===== src/sv/one_wire_temperature_read_master_core_defines.svh =====
// assertion macros for the one-wire temperature read master
// no dependencies; the asserting module must have clk_i and rst_ni in scope
`ifndef ONE_WIRE_TEMPERATURE_READ_MASTER_CORE_DEFINES_SVH
`define ONE_WIRE_TEMPERATURE_READ_MASTER_CORE_DEFINES_SVH
`ifndef NO_ASSERTIONS
`define OWTR_ASSERT(lbl, prop) \
  lbl: assert property (@(posedge clk_i) disable iff (!rst_ni) prop) \
    else $error("owtr assertion failed");
`define OWTR_ASSERT_NR(lbl, prop) \
  lbl: assert property (@(posedge clk_i) prop) \
    else $error("owtr assertion failed");
`else
`define OWTR_ASSERT(lbl, prop)
`define OWTR_ASSERT_NR(lbl, prop)
`endif
`endif


===== src/sv/owtr_pkg.sv =====
// package for the one-wire temperature read master
// widths, register indexes, command bytes, result type; no dependencies
package owtr_pkg;

  localparam int unsigned TickCountBits = 12;
  localparam int unsigned CfgWidth      = 12;
  localparam int unsigned NumRegs       = 8;
  localparam int unsigned RegIdxWidth   = 3;
  localparam int unsigned WholeWidth    = 7;
  localparam int unsigned FracWidth     = 14;

  typedef logic [TickCountBits-1:0] tick_t;
  typedef logic [CfgWidth-1:0]      cfg_t;

  typedef enum logic [RegIdxWidth-1:0] {
    REG_PRE_HIGH,
    REG_RST_LOW,
    REG_PRES_SAMPLE,
    REG_PRES_TAIL,
    REG_CMD_GAP,
    REG_WRITE_SLOT,
    REG_READ_SLOT,
    REG_SLOT_LOW
  } reg_idx_e;

  localparam logic [7:0] CmdSkipRom  = 8'hCC;
  localparam logic [7:0] CmdConvert  = 8'h44;
  localparam logic [7:0] CmdReadSpad = 8'hBE;

  localparam logic [FracWidth-1:0] FracScale = 14'd625;

  typedef struct packed {
    logic                  line_release;
    logic                  busy;
    logic                  done;
    logic                  present;
    logic [WholeWidth-1:0] whole;
    logic [FracWidth-1:0]  frac;
  } result_t;

  function automatic cfg_t reg_reset_val(reg_idx_e idx);
    cfg_t v;
    case (idx)
      REG_PRE_HIGH:    v = 12'd96;
      REG_RST_LOW:     v = 12'd960;
      REG_PRES_SAMPLE: v = 12'd96;
      REG_PRES_TAIL:   v = 12'd240;
      REG_CMD_GAP:     v = 12'd144;
      REG_WRITE_SLOT:  v = 12'd60;
      REG_READ_SLOT:   v = 12'd48;
      REG_SLOT_LOW:    v = 12'd1;
      default:         v = 12'd1;
    endcase
    return v;
  endfunction

  // zero lifts to one where asked, long counts saturate
  function automatic tick_t clamp_len(cfg_t v, logic min_one);
    cfg_t v1;
    v1 = (min_one && (v == '0)) ? cfg_t'(1) : v;
    if ((CfgWidth > TickCountBits) && ((v1 >> TickCountBits) != '0)) begin
      return '1;
    end
    return tick_t'(v1);
  endfunction

  function automatic logic [7:0] command_for(logic [2:0] step);
    logic [7:0] c;
    case (step)
      3'd2:    c = CmdConvert;
      3'd5:    c = CmdReadSpad;
      default: c = CmdSkipRom;
    endcase
    return c;
  endfunction

endpackage


===== src/sv/one_wire_temperature_read_master_core.sv =====
// one-wire temperature read master: reset/presence, skip-rom, convert, read scratchpad
// one tick per request; results are registered in the output register or the skid
// throughput one request per cycle while the skid is empty, set by the sequencer step
// a two-entry output stage (register plus skid) absorbs one request under back-pressure
// async active-low reset: sequencer idle, results zero, timing registers to defaults
// depends on owtr_pkg and one_wire_temperature_read_master_core_defines.svh
`include "one_wire_temperature_read_master_core_defines.svh"

module one_wire_temperature_read_master_core (
  input  logic                                    clk_i,
  input  logic                                    rst_ni,
  input  logic                                    cfg_we_i,
  input  logic [owtr_pkg::RegIdxWidth-1:0]        cfg_idx_i,
  input  logic [owtr_pkg::CfgWidth-1:0]           cfg_data_i,
  input  logic                                    in_valid_i,
  output logic                                    in_ready_o,
  input  logic                                    action_i,
  input  logic                                    bus_in_i,
  output logic                                    out_valid_o,
  input  logic                                    out_ready_i,
  output logic                                    line_release_o,
  output logic                                    busy_res_o,
  output logic                                    done_res_o,
  output logic                                    present_o,
  output logic [owtr_pkg::WholeWidth-1:0]         temp_whole_o,
  output logic [owtr_pkg::FracWidth-1:0]          temp_frac_o
);

  typedef enum logic [3:0] {
    PH_IDLE,
    PH_PRE_HIGH,
    PH_RST_LOW,
    PH_PRES_WAIT,
    PH_PRES_TAIL,
    PH_GAP,
    PH_W_LOW,
    PH_W_BIT,
    PH_R_LOW,
    PH_R_REC
  } phase_e;

  localparam int unsigned TB = owtr_pkg::TickCountBits;

  owtr_pkg::cfg_t cfg_q [owtr_pkg::NumRegs];

  phase_e                              phase_q, phase_d;
  owtr_pkg::tick_t                     tick_q, tick_d;
  logic [2:0]                          bit_q, bit_d;
  logic [2:0]                          byte_step_q, byte_step_d;
  logic [7:0]                          shift_q, shift_d;
  logic [7:0]                          low_q, low_d;
  logic                                pres_q, pres_d;
  logic [owtr_pkg::WholeWidth-1:0]     whole_q, whole_d;
  logic [owtr_pkg::FracWidth-1:0]      frac_q, frac_d;
  logic                                done_d;

  owtr_pkg::result_t                   res_d, out_q, skid_q;
  logic                                out_valid_q, skid_valid_q;
  logic                                step, pop;

  owtr_pkg::tick_t                     cur_len, pre_len, tail_len, gap_len;

  assign in_ready_o = !skid_valid_q;
  assign step       = in_valid_i && in_ready_o;
  assign pop        = out_valid_q && out_ready_i;

  assign pre_len  = owtr_pkg::clamp_len(cfg_q[owtr_pkg::REG_PRE_HIGH], 1'b0);
  assign tail_len = owtr_pkg::clamp_len(cfg_q[owtr_pkg::REG_PRES_TAIL], 1'b0);
  assign gap_len  = owtr_pkg::clamp_len(cfg_q[owtr_pkg::REG_CMD_GAP], 1'b0);

  always_comb begin
    case (phase_q)
      PH_PRE_HIGH:  cur_len = pre_len;
      PH_RST_LOW:   cur_len = owtr_pkg::clamp_len(cfg_q[owtr_pkg::REG_RST_LOW], 1'b1);
      PH_PRES_WAIT: cur_len = owtr_pkg::clamp_len(cfg_q[owtr_pkg::REG_PRES_SAMPLE], 1'b1);
      PH_PRES_TAIL: cur_len = tail_len;
      PH_GAP:       cur_len = gap_len;
      PH_W_BIT:     cur_len = owtr_pkg::clamp_len(cfg_q[owtr_pkg::REG_WRITE_SLOT], 1'b1);
      PH_R_REC:     cur_len = owtr_pkg::clamp_len(cfg_q[owtr_pkg::REG_READ_SLOT], 1'b1);
      PH_W_LOW,
      PH_R_LOW:     cur_len = owtr_pkg::clamp_len(cfg_q[owtr_pkg::REG_SLOT_LOW], 1'b1);
      default:      cur_len = owtr_pkg::tick_t'(1);
    endcase
  end

  always_comb begin : step_logic
    logic [TB:0] cnt;
    logic [7:0]  shift_w;
    logic [2:0]  bs_next;
    logic        gap_fin;
    logic        slot_fin;
    logic        pre_enter;
    logic        begin_byte;

    phase_d     = phase_q;
    tick_d      = tick_q;
    bit_d       = bit_q;
    byte_step_d = byte_step_q;
    low_d       = low_q;
    pres_d      = pres_q;
    whole_d     = whole_q;
    frac_d      = frac_q;
    done_d      = 1'b0;
    gap_fin     = 1'b0;
    slot_fin    = 1'b0;
    pre_enter   = 1'b0;
    begin_byte  = 1'b0;
    shift_w     = shift_q;
    bs_next     = byte_step_q + 3'd1;
    cnt         = {1'b0, tick_q} + {{TB{1'b0}}, 1'b1};

    case (phase_q)
      PH_IDLE: begin
        if (action_i) begin
          pres_d      = 1'b1;
          byte_step_d = '0;
          bit_d       = '0;
          pre_enter   = 1'b1;
        end
      end
      default: begin
        // read slot samples the line on its first recovery tick
        if ((phase_q == PH_R_REC) && (tick_q == '0)) begin
          shift_w = {bus_in_i, shift_q[7:1]};
        end
        if (cnt >= {1'b0, cur_len}) begin
          tick_d = '0;
          case (phase_q)
            PH_PRE_HIGH: phase_d = PH_RST_LOW;
            PH_RST_LOW:  phase_d = PH_PRES_WAIT;
            PH_PRES_WAIT: begin
              if (bus_in_i) begin
                pres_d = 1'b0;
              end
              if (tail_len != '0) begin
                phase_d = PH_PRES_TAIL;
              end else if (gap_len != '0) begin
                phase_d = PH_GAP;
              end else begin
                gap_fin = 1'b1;
              end
            end
            PH_PRES_TAIL: begin
              if (gap_len != '0) begin
                phase_d = PH_GAP;
              end else begin
                gap_fin = 1'b1;
              end
            end
            PH_GAP:   gap_fin = 1'b1;
            PH_W_LOW: phase_d = PH_W_BIT;
            PH_W_BIT: begin
              shift_w  = {1'b0, shift_q[7:1]};
              slot_fin = 1'b1;
            end
            PH_R_LOW: phase_d = PH_R_REC;
            PH_R_REC: slot_fin = 1'b1;
            default:  phase_d = PH_IDLE;
          endcase
        end else begin
          tick_d = cnt[TB-1:0];
        end
      end
    endcase

    shift_d = shift_w;

    if (gap_fin) begin
      byte_step_d = bs_next;
      begin_byte  = 1'b1;
    end

    if (slot_fin) begin
      if (bit_q != 3'd7) begin
        bit_d   = bit_q + 3'd1;
        phase_d = (byte_step_q[2:1] == 2'b11) ? PH_R_LOW : PH_W_LOW;
      end else begin
        bit_d = '0;
        if (byte_step_q == 3'd7) begin
          whole_d     = {shift_w[2:0], low_q[7:4]};
          frac_d      = {10'd0, low_q[3:0]} * owtr_pkg::FracScale;
          done_d      = 1'b1;
          byte_step_d = '0;
          phase_d     = PH_IDLE;
        end else begin
          if (byte_step_q == 3'd6) begin
            low_d = shift_w;
          end
          if (byte_step_q == 3'd2) begin
            byte_step_d = 3'd3;
            pre_enter   = 1'b1;
          end else begin
            byte_step_d = bs_next;
            begin_byte  = 1'b1;
          end
        end
      end
    end

    if (begin_byte) begin
      bit_d = '0;
      if (byte_step_d[2:1] == 2'b11) begin
        shift_d = '0;
        phase_d = PH_R_LOW;
      end else begin
        shift_d = owtr_pkg::command_for(byte_step_d);
        phase_d = PH_W_LOW;
      end
    end

    if (pre_enter) begin
      tick_d  = '0;
      phase_d = (pre_len != '0) ? PH_PRE_HIGH : PH_RST_LOW;
    end

    case (phase_q)
      PH_RST_LOW,
      PH_W_LOW,
      PH_R_LOW: res_d.line_release = 1'b0;
      PH_W_BIT: res_d.line_release = shift_q[0];
      default:  res_d.line_release = 1'b1;
    endcase
    res_d.busy    = (phase_q != PH_IDLE);
    res_d.done    = done_d;
    res_d.present = pres_d;
    res_d.whole   = whole_d;
    res_d.frac    = frac_d;
  end

  always_ff @(posedge clk_i or negedge rst_ni) begin
    if (!rst_ni) begin
      for (int i = 0; i < owtr_pkg::NumRegs; i++) begin
        cfg_q[i] <= owtr_pkg::reg_reset_val(owtr_pkg::reg_idx_e'(i));
      end
      phase_q      <= PH_IDLE;
      tick_q       <= '0;
      bit_q        <= '0;
      byte_step_q  <= '0;
      shift_q      <= '0;
      low_q        <= '0;
      pres_q       <= 1'b0;
      whole_q      <= '0;
      frac_q       <= '0;
      out_valid_q  <= 1'b0;
      skid_valid_q <= 1'b0;
      out_q        <= '0;
      skid_q       <= '0;
    end else begin
      if (cfg_we_i) begin
        cfg_q[cfg_idx_i] <= cfg_data_i;
      end
      if (step) begin
        phase_q     <= phase_d;
        tick_q      <= tick_d;
        bit_q       <= bit_d;
        byte_step_q <= byte_step_d;
        shift_q     <= shift_d;
        low_q       <= low_d;
        pres_q      <= pres_d;
        whole_q     <= whole_d;
        frac_q      <= frac_d;
      end
      if (skid_valid_q) begin
        if (pop) begin
          out_q        <= skid_q;
          skid_valid_q <= 1'b0;
        end
      end else if (step) begin
        if (!out_valid_q || pop) begin
          out_q       <= res_d;
          out_valid_q <= 1'b1;
        end else begin
          skid_q       <= res_d;
          skid_valid_q <= 1'b1;
        end
      end else if (pop) begin
        out_valid_q <= 1'b0;
      end
    end
  end

  assign out_valid_o    = out_valid_q;
  assign line_release_o = out_q.line_release;
  assign busy_res_o     = out_q.busy;
  assign done_res_o     = out_q.done;
  assign present_o      = out_q.present;
  assign temp_whole_o   = out_q.whole;
  assign temp_frac_o    = out_q.frac;

  `OWTR_ASSERT_NR(a_skid_behind_out, skid_valid_q |-> out_valid_q)
  `OWTR_ASSERT(a_done_while_busy, (out_valid_q && out_q.done) |-> out_q.busy)
  `OWTR_ASSERT(a_idle_counters_clear, (phase_q == PH_IDLE) |-> (bit_q == '0 && byte_step_q == '0))
  `OWTR_ASSERT(a_read_slot_step, (phase_q == PH_R_LOW || phase_q == PH_R_REC) |-> (byte_step_q[2:1] == 2'b11))

endmodule

===== config.mk =====
export PLATFORM = sky130hd
export DESIGN_NAME = one_wire_temperature_read_master_core
export DESIGN_NICKNAME = d
export VERILOG_FILES = /design/src/sv/owtr_pkg.sv /design/src/sv/one_wire_temperature_read_master_core.sv
export VERILOG_INCLUDE_DIRS = /design/src /design/src/sv
export SDC_FILE = /design/constraint.sdc
export NUM_CORES = 1
export LEC_CHECK = 0
export ABC_AREA = 1
export BUFFER_PORTS_ARGS = -buffer_cell sky130_fd_sc_hd__buf_2
export CORE_MARGIN = 3
export CORE_UTILIZATION = 40
export CTS_CLUSTER_SIZE = 8
export DETAILED_ROUTE_END_ITERATION = 16
export PLACE_DENSITY = 0.61
export SETUP_SLACK_MARGIN = 0.5
export SLEW_MARGIN = 20
export SYNTH_ARGS = -nofsm -noshare
export SYNTH_HDL_FRONTEND = slang
export SYNTH_SLANG_ARGS = --single-unit

===== constraint.sdc =====
create_clock -name clk_i -period 3.5 [get_ports clk_i]
set_input_delay 0.7 -clock clk_i [delete_from_list [all_inputs] [get_ports clk_i]]
set_output_delay 0.7 -clock clk_i [all_outputs]
set_load 0.005 [all_outputs]

After elaboration in Yosys (flattened, before gate mapping)
Cells that the tools add are included.
- order comparisons: 3
- mux-type cells: 89
- reductions and logical operators: 33
- $mul: 1
- $add $sub $neg: 3
- eq/ne operators: 20
- bitwise gates (word level): 5
- operators by type and width (operator ; number):
    12-bit two-way mux ; 9
    25-bit two-way mux ; 4
    96-bit bitwise mux ; 1
    12-bit one-hot mux with 8 select lines ; 1
    12-bit logical NOT ; 6
    8-bit two-way mux ; 6
    4-bit two-way mux ; 11
    14-bit two-way mux ; 3
    12-bit demux with 3-bit select ; 1
    3-bit two-way mux ; 12
    12-bit nonzero test ; 3
    1-bit two-way mux ; 33
    4-bit one-hot mux with 7 select lines ; 1
    7-bit two-way mux ; 3
    4-bit by 3-bit equality test with 1-bit output (second input constant) ; 4
    8-bit one-hot mux with 2 select lines ; 1
    4-bit by 10-bit multiplier with 14-bit output (second input constant) ; 1
    12-bit by 1-bit adder with 13-bit output (second input constant) ; 1
    13-bit by 12-bit greater-or-equal comparator with 1-bit output ; 1
    3-bit AND reduction ; 4
    3-bit equality test (second input constant) ; 3
    4-bit by 2-bit equality test with 1-bit output (second input constant) ; 2
    4-bit equality test (second input constant) ; 2
    3-bit by 1-bit adder with 3-bit output (second input constant) ; 2
    24 further kinds ; 39
- register bits after elaboration: 208
- input port bits: 22
- word-level logic and storage cells: 185

Depth between registers and ports, before layout
- depth after elaboration: 13
- depth in mapped cells: 26

Least setup slack after synthesis
No wires, ideal clock.
- kind: reg-to-reg
- start: reg phase_q[0]
- end: reg out_q (netlist bit temp_whole_o[4])
- path buffers: 3
- data required time: 3384 ps
- cell stages (with the launch flop): 24
- data arrival time: 3100 ps
- setup slack: 284 ps
- cells stage by stage: dfrtp_1 inv_1 nor2_1 inv_1 nor2_1 clkbuf_1 nand2_1 o211ai_1 a21oi_1 nand4_1 a21oi_1 ha_1 nand2_1 nor3_1 nand3_2 nand3_4 nand2_4 nor2_4 buf_6 buf_6 mux2i_1 nand2_1 nand2_1 nand2_1
- cells in the longest elaborated chain, start to end: 12
- RTL lines (element ; RTL line ; text):
    start: declaration ; one_wire_temperature_read_master_core.sv:46 ; phase_e phase_q, phase_d;
    start signal: assignment ; one_wire_temperature_read_master_core.sv:253 ; phase_q <= phase_d;
    4-bit by 3-bit equality test with 1-bit output, or another cell as far along ; one_wire_temperature_read_master_core.sv:72 ; case (phase_q)
    2-bit OR reduction or 1-bit logical AND (tied branches) ; one_wire_temperature_read_master_core.sv:72, one_wire_temperature_read_master_core.sv:123 ;
    12-bit one-hot mux with 8 select lines or 8-bit two-way mux (tied branches) ; one_wire_temperature_read_master_core.sv:72, one_wire_temperature_read_master_core.sv:123 ;
    13-bit by 12-bit greater-or-equal comparator with 1-bit output or 8-bit two-way mux (tied branches) ; one_wire_temperature_read_master_core.sv:126, one_wire_temperature_read_master_core.sv:128 ;
    8-bit two-way mux ; one_wire_temperature_read_master_core.sv:126 ; if (cnt >= {1'b0, cur_len}) begin
    8-bit two-way mux ; one_wire_temperature_read_master_core.sv:112 ; case (phase_q)
    7-bit two-way mux ; one_wire_temperature_read_master_core.sv:179 ; if (byte_step_q == 3'd7) begin
    7-bit two-way mux ; one_wire_temperature_read_master_core.sv:174 ; if (bit_q != 3'd7) begin
    7-bit two-way mux * ; one_wire_temperature_read_master_core.sv:173 ; if (slot_fin) begin
    25-bit two-way mux * ; one_wire_temperature_read_master_core.sv:269 ; if (!out_valid_q || pop) begin
    25-bit two-way mux * ; one_wire_temperature_read_master_core.sv:268 ; end else if (step) begin
    25-bit two-way mux * ; one_wire_temperature_read_master_core.sv:263 ; if (skid_valid_q) begin
    end signal: assignment ; one_wire_temperature_read_master_core.sv:265 ; out_q <= skid_q;
    end signal: assignment ; one_wire_temperature_read_master_core.sv:270 ; out_q <= res_d;
    end: declaration ; one_wire_temperature_read_master_core.sv:57 ; owtr_pkg::result_t res_d, out_q, skid_q;
Mark *: on every way between the ends. The rest lies on a longest branch, timed or not. The select of a mux whose other input is x is not followed.
A chain may end at the register's enable or synchronous reset.

Worst setup path after layout
- start: reg phase_q[3]
- end: reg phase_q[1]
- cells in the longest elaborated chain, start to end: 13
- RTL lines (element ; RTL line ; text):
    4-bit by 3-bit equality test with 1-bit output or 4-bit equality test (tied branches) ; one_wire_temperature_read_master_core.sv:72, one_wire_temperature_read_master_core.sv:128 ;
    2-bit OR reduction ; one_wire_temperature_read_master_core.sv:72 ;
    12-bit one-hot mux with 8 select lines ; one_wire_temperature_read_master_core.sv:72 ;
    13-bit by 12-bit greater-or-equal comparator with 1-bit output ; one_wire_temperature_read_master_core.sv:126 ;
    1-bit two-way mux ; one_wire_temperature_read_master_core.sv:126 ;
    1-bit two-way mux ; one_wire_temperature_read_master_core.sv:112 ;
    3-bit two-way mux or 1-bit two-way mux (tied branches) ; one_wire_temperature_read_master_core.sv:168 ; if (gap_fin) begin
    3-bit two-way mux or 1-bit two-way mux (tied branches) ; one_wire_temperature_read_master_core.sv:174, one_wire_temperature_read_master_core.sv:189 ;
    3-bit two-way mux or 1-bit two-way mux (tied branches) ; one_wire_temperature_read_master_core.sv:173, one_wire_temperature_read_master_core.sv:179 ;
    2-bit equality test or 1-bit two-way mux (tied branches) ; one_wire_temperature_read_master_core.sv:202, one_wire_temperature_read_master_core.sv:174 ;
    4-bit two-way mux or 1-bit two-way mux (tied branches) ; one_wire_temperature_read_master_core.sv:202, one_wire_temperature_read_master_core.sv:173 ;
    4-bit two-way mux ; one_wire_temperature_read_master_core.sv:200 ; if (begin_byte) begin
    4-bit two-way mux * ; one_wire_temperature_read_master_core.sv:211 ; if (pre_enter) begin
Mark *: on every way between the ends. The rest lies on a longest branch, timed or not.

==> impl_metrics.yaml <==
outcome:
  status: "finished, violations left"
  violations: "negative setup slack"
grt:
  grt_use_total_pct: 21.4
  grt_pass1_wl_mm: 49.6
  antenna_found_initial: 0
  gr-total-overflow: 0
  grt_pass1_vias: 9220
  grt_max_degree: 83
yosys:
  ys_types: 47
  synth_area_sq_um: 10600
  synth_compound_area_share_pct: 14.9
  synthMuxAreaShare_pct: 0.201
  synth_top_family_by_area: "simple AND/OR/NAND/NOR gates"
  synth-seq-area-share_pct: 49.5
  synth-seq-cells: 208
  syn_inst: 1322
  synth_warnings: 0
  synth_xor_area_share_pct: 0.994
  synth_adder_area_share_pct: 4.47
  syn_nets: 1380
  synth-simple-area-share_pct: 23.5
  postSynthAreaPerCell_sq_um: 8.00
clocking:
  htree_levels: 1
  clock-sinks: 208
  cts_root_buffer: "clkbuf_16"
  clk_latency_ps: 560
  ctsHoldBuffers: 0
  cts_tree: "built"
  cts_max_path_buffers: 3
  numCtsBuffers: 29
  path_clk_slew_ps: 50
floorplanning:
  io-pin-count: 49
  fp.dieArea_sq_um: 28400
  fp.coreArea_sq_um: 25600
  fp.dieH_um: 169
  initial_utilization_pct: 41.3
  num_rows: 58
  die_w_um: 169
routing:
  ant_nets: 0
  drc: 0
  viasPerCell: 5.36
  drtPass1Iterations: 6
  initialDrtViolationCount: 746
  vias: 9623
  routed_wl_mm: 30.8
  wl_per_cell_um: 17.2
power_and_ir_drop:
  power.leakage_nw: 6.55
  total_power_mw: 11.2
  ir_drop_uv: 444
  power_per_cell_area_nw_per_um2: 815
setup_path:
  crit_fanout: 6
  endpoint_kind: "flip-flop"
  crit_top_cell: "nand2_1"
  cp.required_ps: 3930
  max_stage_delay_ps: 390
  cpLargestDelayFamily: "simple AND/OR/NAND/NOR gates"
  cp_slowest_cell: "dfrtp_1"
  worst_ep_arrival_time_ps: 3980
  start_kind: "flip-flop"
  cp.buffers_inverters: 6
  crit_type: "flip-flop to flip-flop"
sta:
  slew_violations: 0
  setup_tns_ps: -69.4
  final_hold_viol_count: 0
  clock_skew_ps: 30.7
  setup_ws_ps: -43.5
  setup_violations: 2
  max_slew_margin_pct: 30.4
  hold_ws_ps: 117
  rsz0062_at_grt: "yes"
  period_needed_ps: 3540
  layout_worst_path_cycle_share_pct: 101
  tightest_slew_ps: 1040
  fmax_mhz: 282
final_layout:
  antenna_cells: 0
  syn_to_final_growth_pct: 30.5
  fin_area_sq_um: 13800
  finish.net_count: 1509
  drive_gt1_share_pct: 26.7
place:
  portBuffers: 48
  globalplace.congestion: 0.957
  post-dp-hpwl_mm: 20.4
  post_dp_cell_area_sq_um: 11600
  dpl_worst_slack_ps: -126
worst_hold_path:
  hold_path.class: "input pin to async pin"
run:
  max_cap_viol_count: 0
==> report_power, final <==
group	switching, mW	internal (mW)
Combinational	2.83	2.17
Sequential	0.536	3.16
Clock	1.04	1.51
==> state kept, by name (all words and copies together), names as in the netlist, 4 cells and up <==
name,count
frac_q,14
skid_q,25
shift_q,8
gap_len,12
low_q,8
whole_q,7
temp_frac_o,14
phase_q,4
pre_len,12
temp_whole_o,7
cfg_q,60
tail_len,12
tick_q,12
==> synth_stat cells (all sizes together) <==
cell type	number	area (sq um)
dfstp	21	552
inv	123	462
o31ai	1	12.5
nand4	14	93.8
mux2i	1	10.0
and2	2	12.5
or2	3	18.8
a211oi	1	7.51
xor2	11	96.3
o211ai	9	67.6
ha	33	413
a41oi	1	8.76
buf	10	67.6
fa	3	60.1
nand2	408	1540
o221ai	1	8.76
o2111ai	3	26.3
clkbuf	42	158
a2111oi	4	35.0
mux2	1	11.3
nor4	17	106
dfrtp	187	4680
and3	3	18.8
nand3	51	283
xnor2	1	8.76
a21oi	39	195
o22ai	4	25.0
a221oi	5	43.8
a31o	1	8.76
o21ai	221	1120
a22oi	1	7.51
nor2	90	365
nor3	8	40.0
nand3b	1	7.51
a22o	1	8.76
==> logic make-up (layout without fill, tap and decap cells) <==
family,count (synthesis),in the layout
muxes,2,2
xor gates and xnor gates,12,12
adders and majority gates,36,36
DFF,208,208
and+or+nand+nor,597,597
buffers and inverters,175,318
AOI/OAI and AO/OA,292,292
==> final cells by class <==
type | count | area [sq um]
Fill cell | 2347 | 11800
Multi-Input combinational cell | 939 | 5540
Sequential cell | 208 | 5240
Timing Repair Buffer | 150 | 1330
Clock buffer | 44 | 782
Inverter | 123 | 477
Tap cell | 330 | 413
Clock inverter | 1 | 20.0
==> cell usage in the layout, fill, tap and decap left out, drive strengths merged <==
cell type,n
a2111oi,4
xor2,11
o221ai,1
a211oi,1
nor4,17
a221oi,5
mux2,1
dfstp,21
dfrtp,187
fa,3
o2111ai,3
mux2i,1
clkbuf,45
ha,33
inv,124
a41oi,1
xnor2,1
nor3,8
o22ai,4
nand3b,1
a22o,1
nand2,408
a22oi,1
and2,2
o31ai,1
o21ai,221
nand3,51
a21oi,39
and3,3
or2,3
nor2,90
nand4,14
a31o,1
o211ai,9
buf,149
==> metrics by stage <==
step / instances / utilization, %
after global placement: 1702 / 45.1
after floorplan: 1322 / -
final: 1795 / 53.9
after global routing: 1795 / 53.9
after detailed placement: 1702 / 45.1
after CTS: 1782 / 51.9
==> metal layers <==
layer / up-vias / part of all wire (%) / GRT usage [%]
met5: - / 0 / 0
met4: 0 / 2.9 / 5.37
met3: 72 / 4.9 / 3.11
met2: 302 / 47 / 34.7
met1: 4630 / 45 / 30.4
li1: 4619 / - / -
==> what timing repair did <==
item / 4_1_cts / 5_1_grt
endpoints found under the setup margin: 106 / 106
cloned: 5 / 0
gates resized for setup: 191 / 129
buffers inserted: 30 / 13
pin swaps: 36 / 43
==> final timing paths <==
check                                             from                           to  slack [ps]  cells past startpoint
setup reg to reg                phase_q[3]$_DFFE_PN0P_       phase_q[1]$_DFFE_PN0P_         -40                     26
min in group clk_i                       cfg_data_i[9]         cfg_q[9]$_DFFE_PN0P_         370                      3
hold / removal                                  rst_ni        tick_q[6]$_DFFE_PN0P_         120                      1
setup / recovery                phase_q[3]$_DFFE_PN0P_       phase_q[1]$_DFFE_PN0P_         -40                     26
max in group asynchronous                       rst_ni        skid_q[0]$_DFFE_PN0P_        2460                      2
hold reg to reg            temp_frac_o[10]$_DFFE_PN0P_  temp_frac_o[10]$_DFFE_PN0P_         460                      2
No activity file was read; power rests on OpenSTA's default activity.
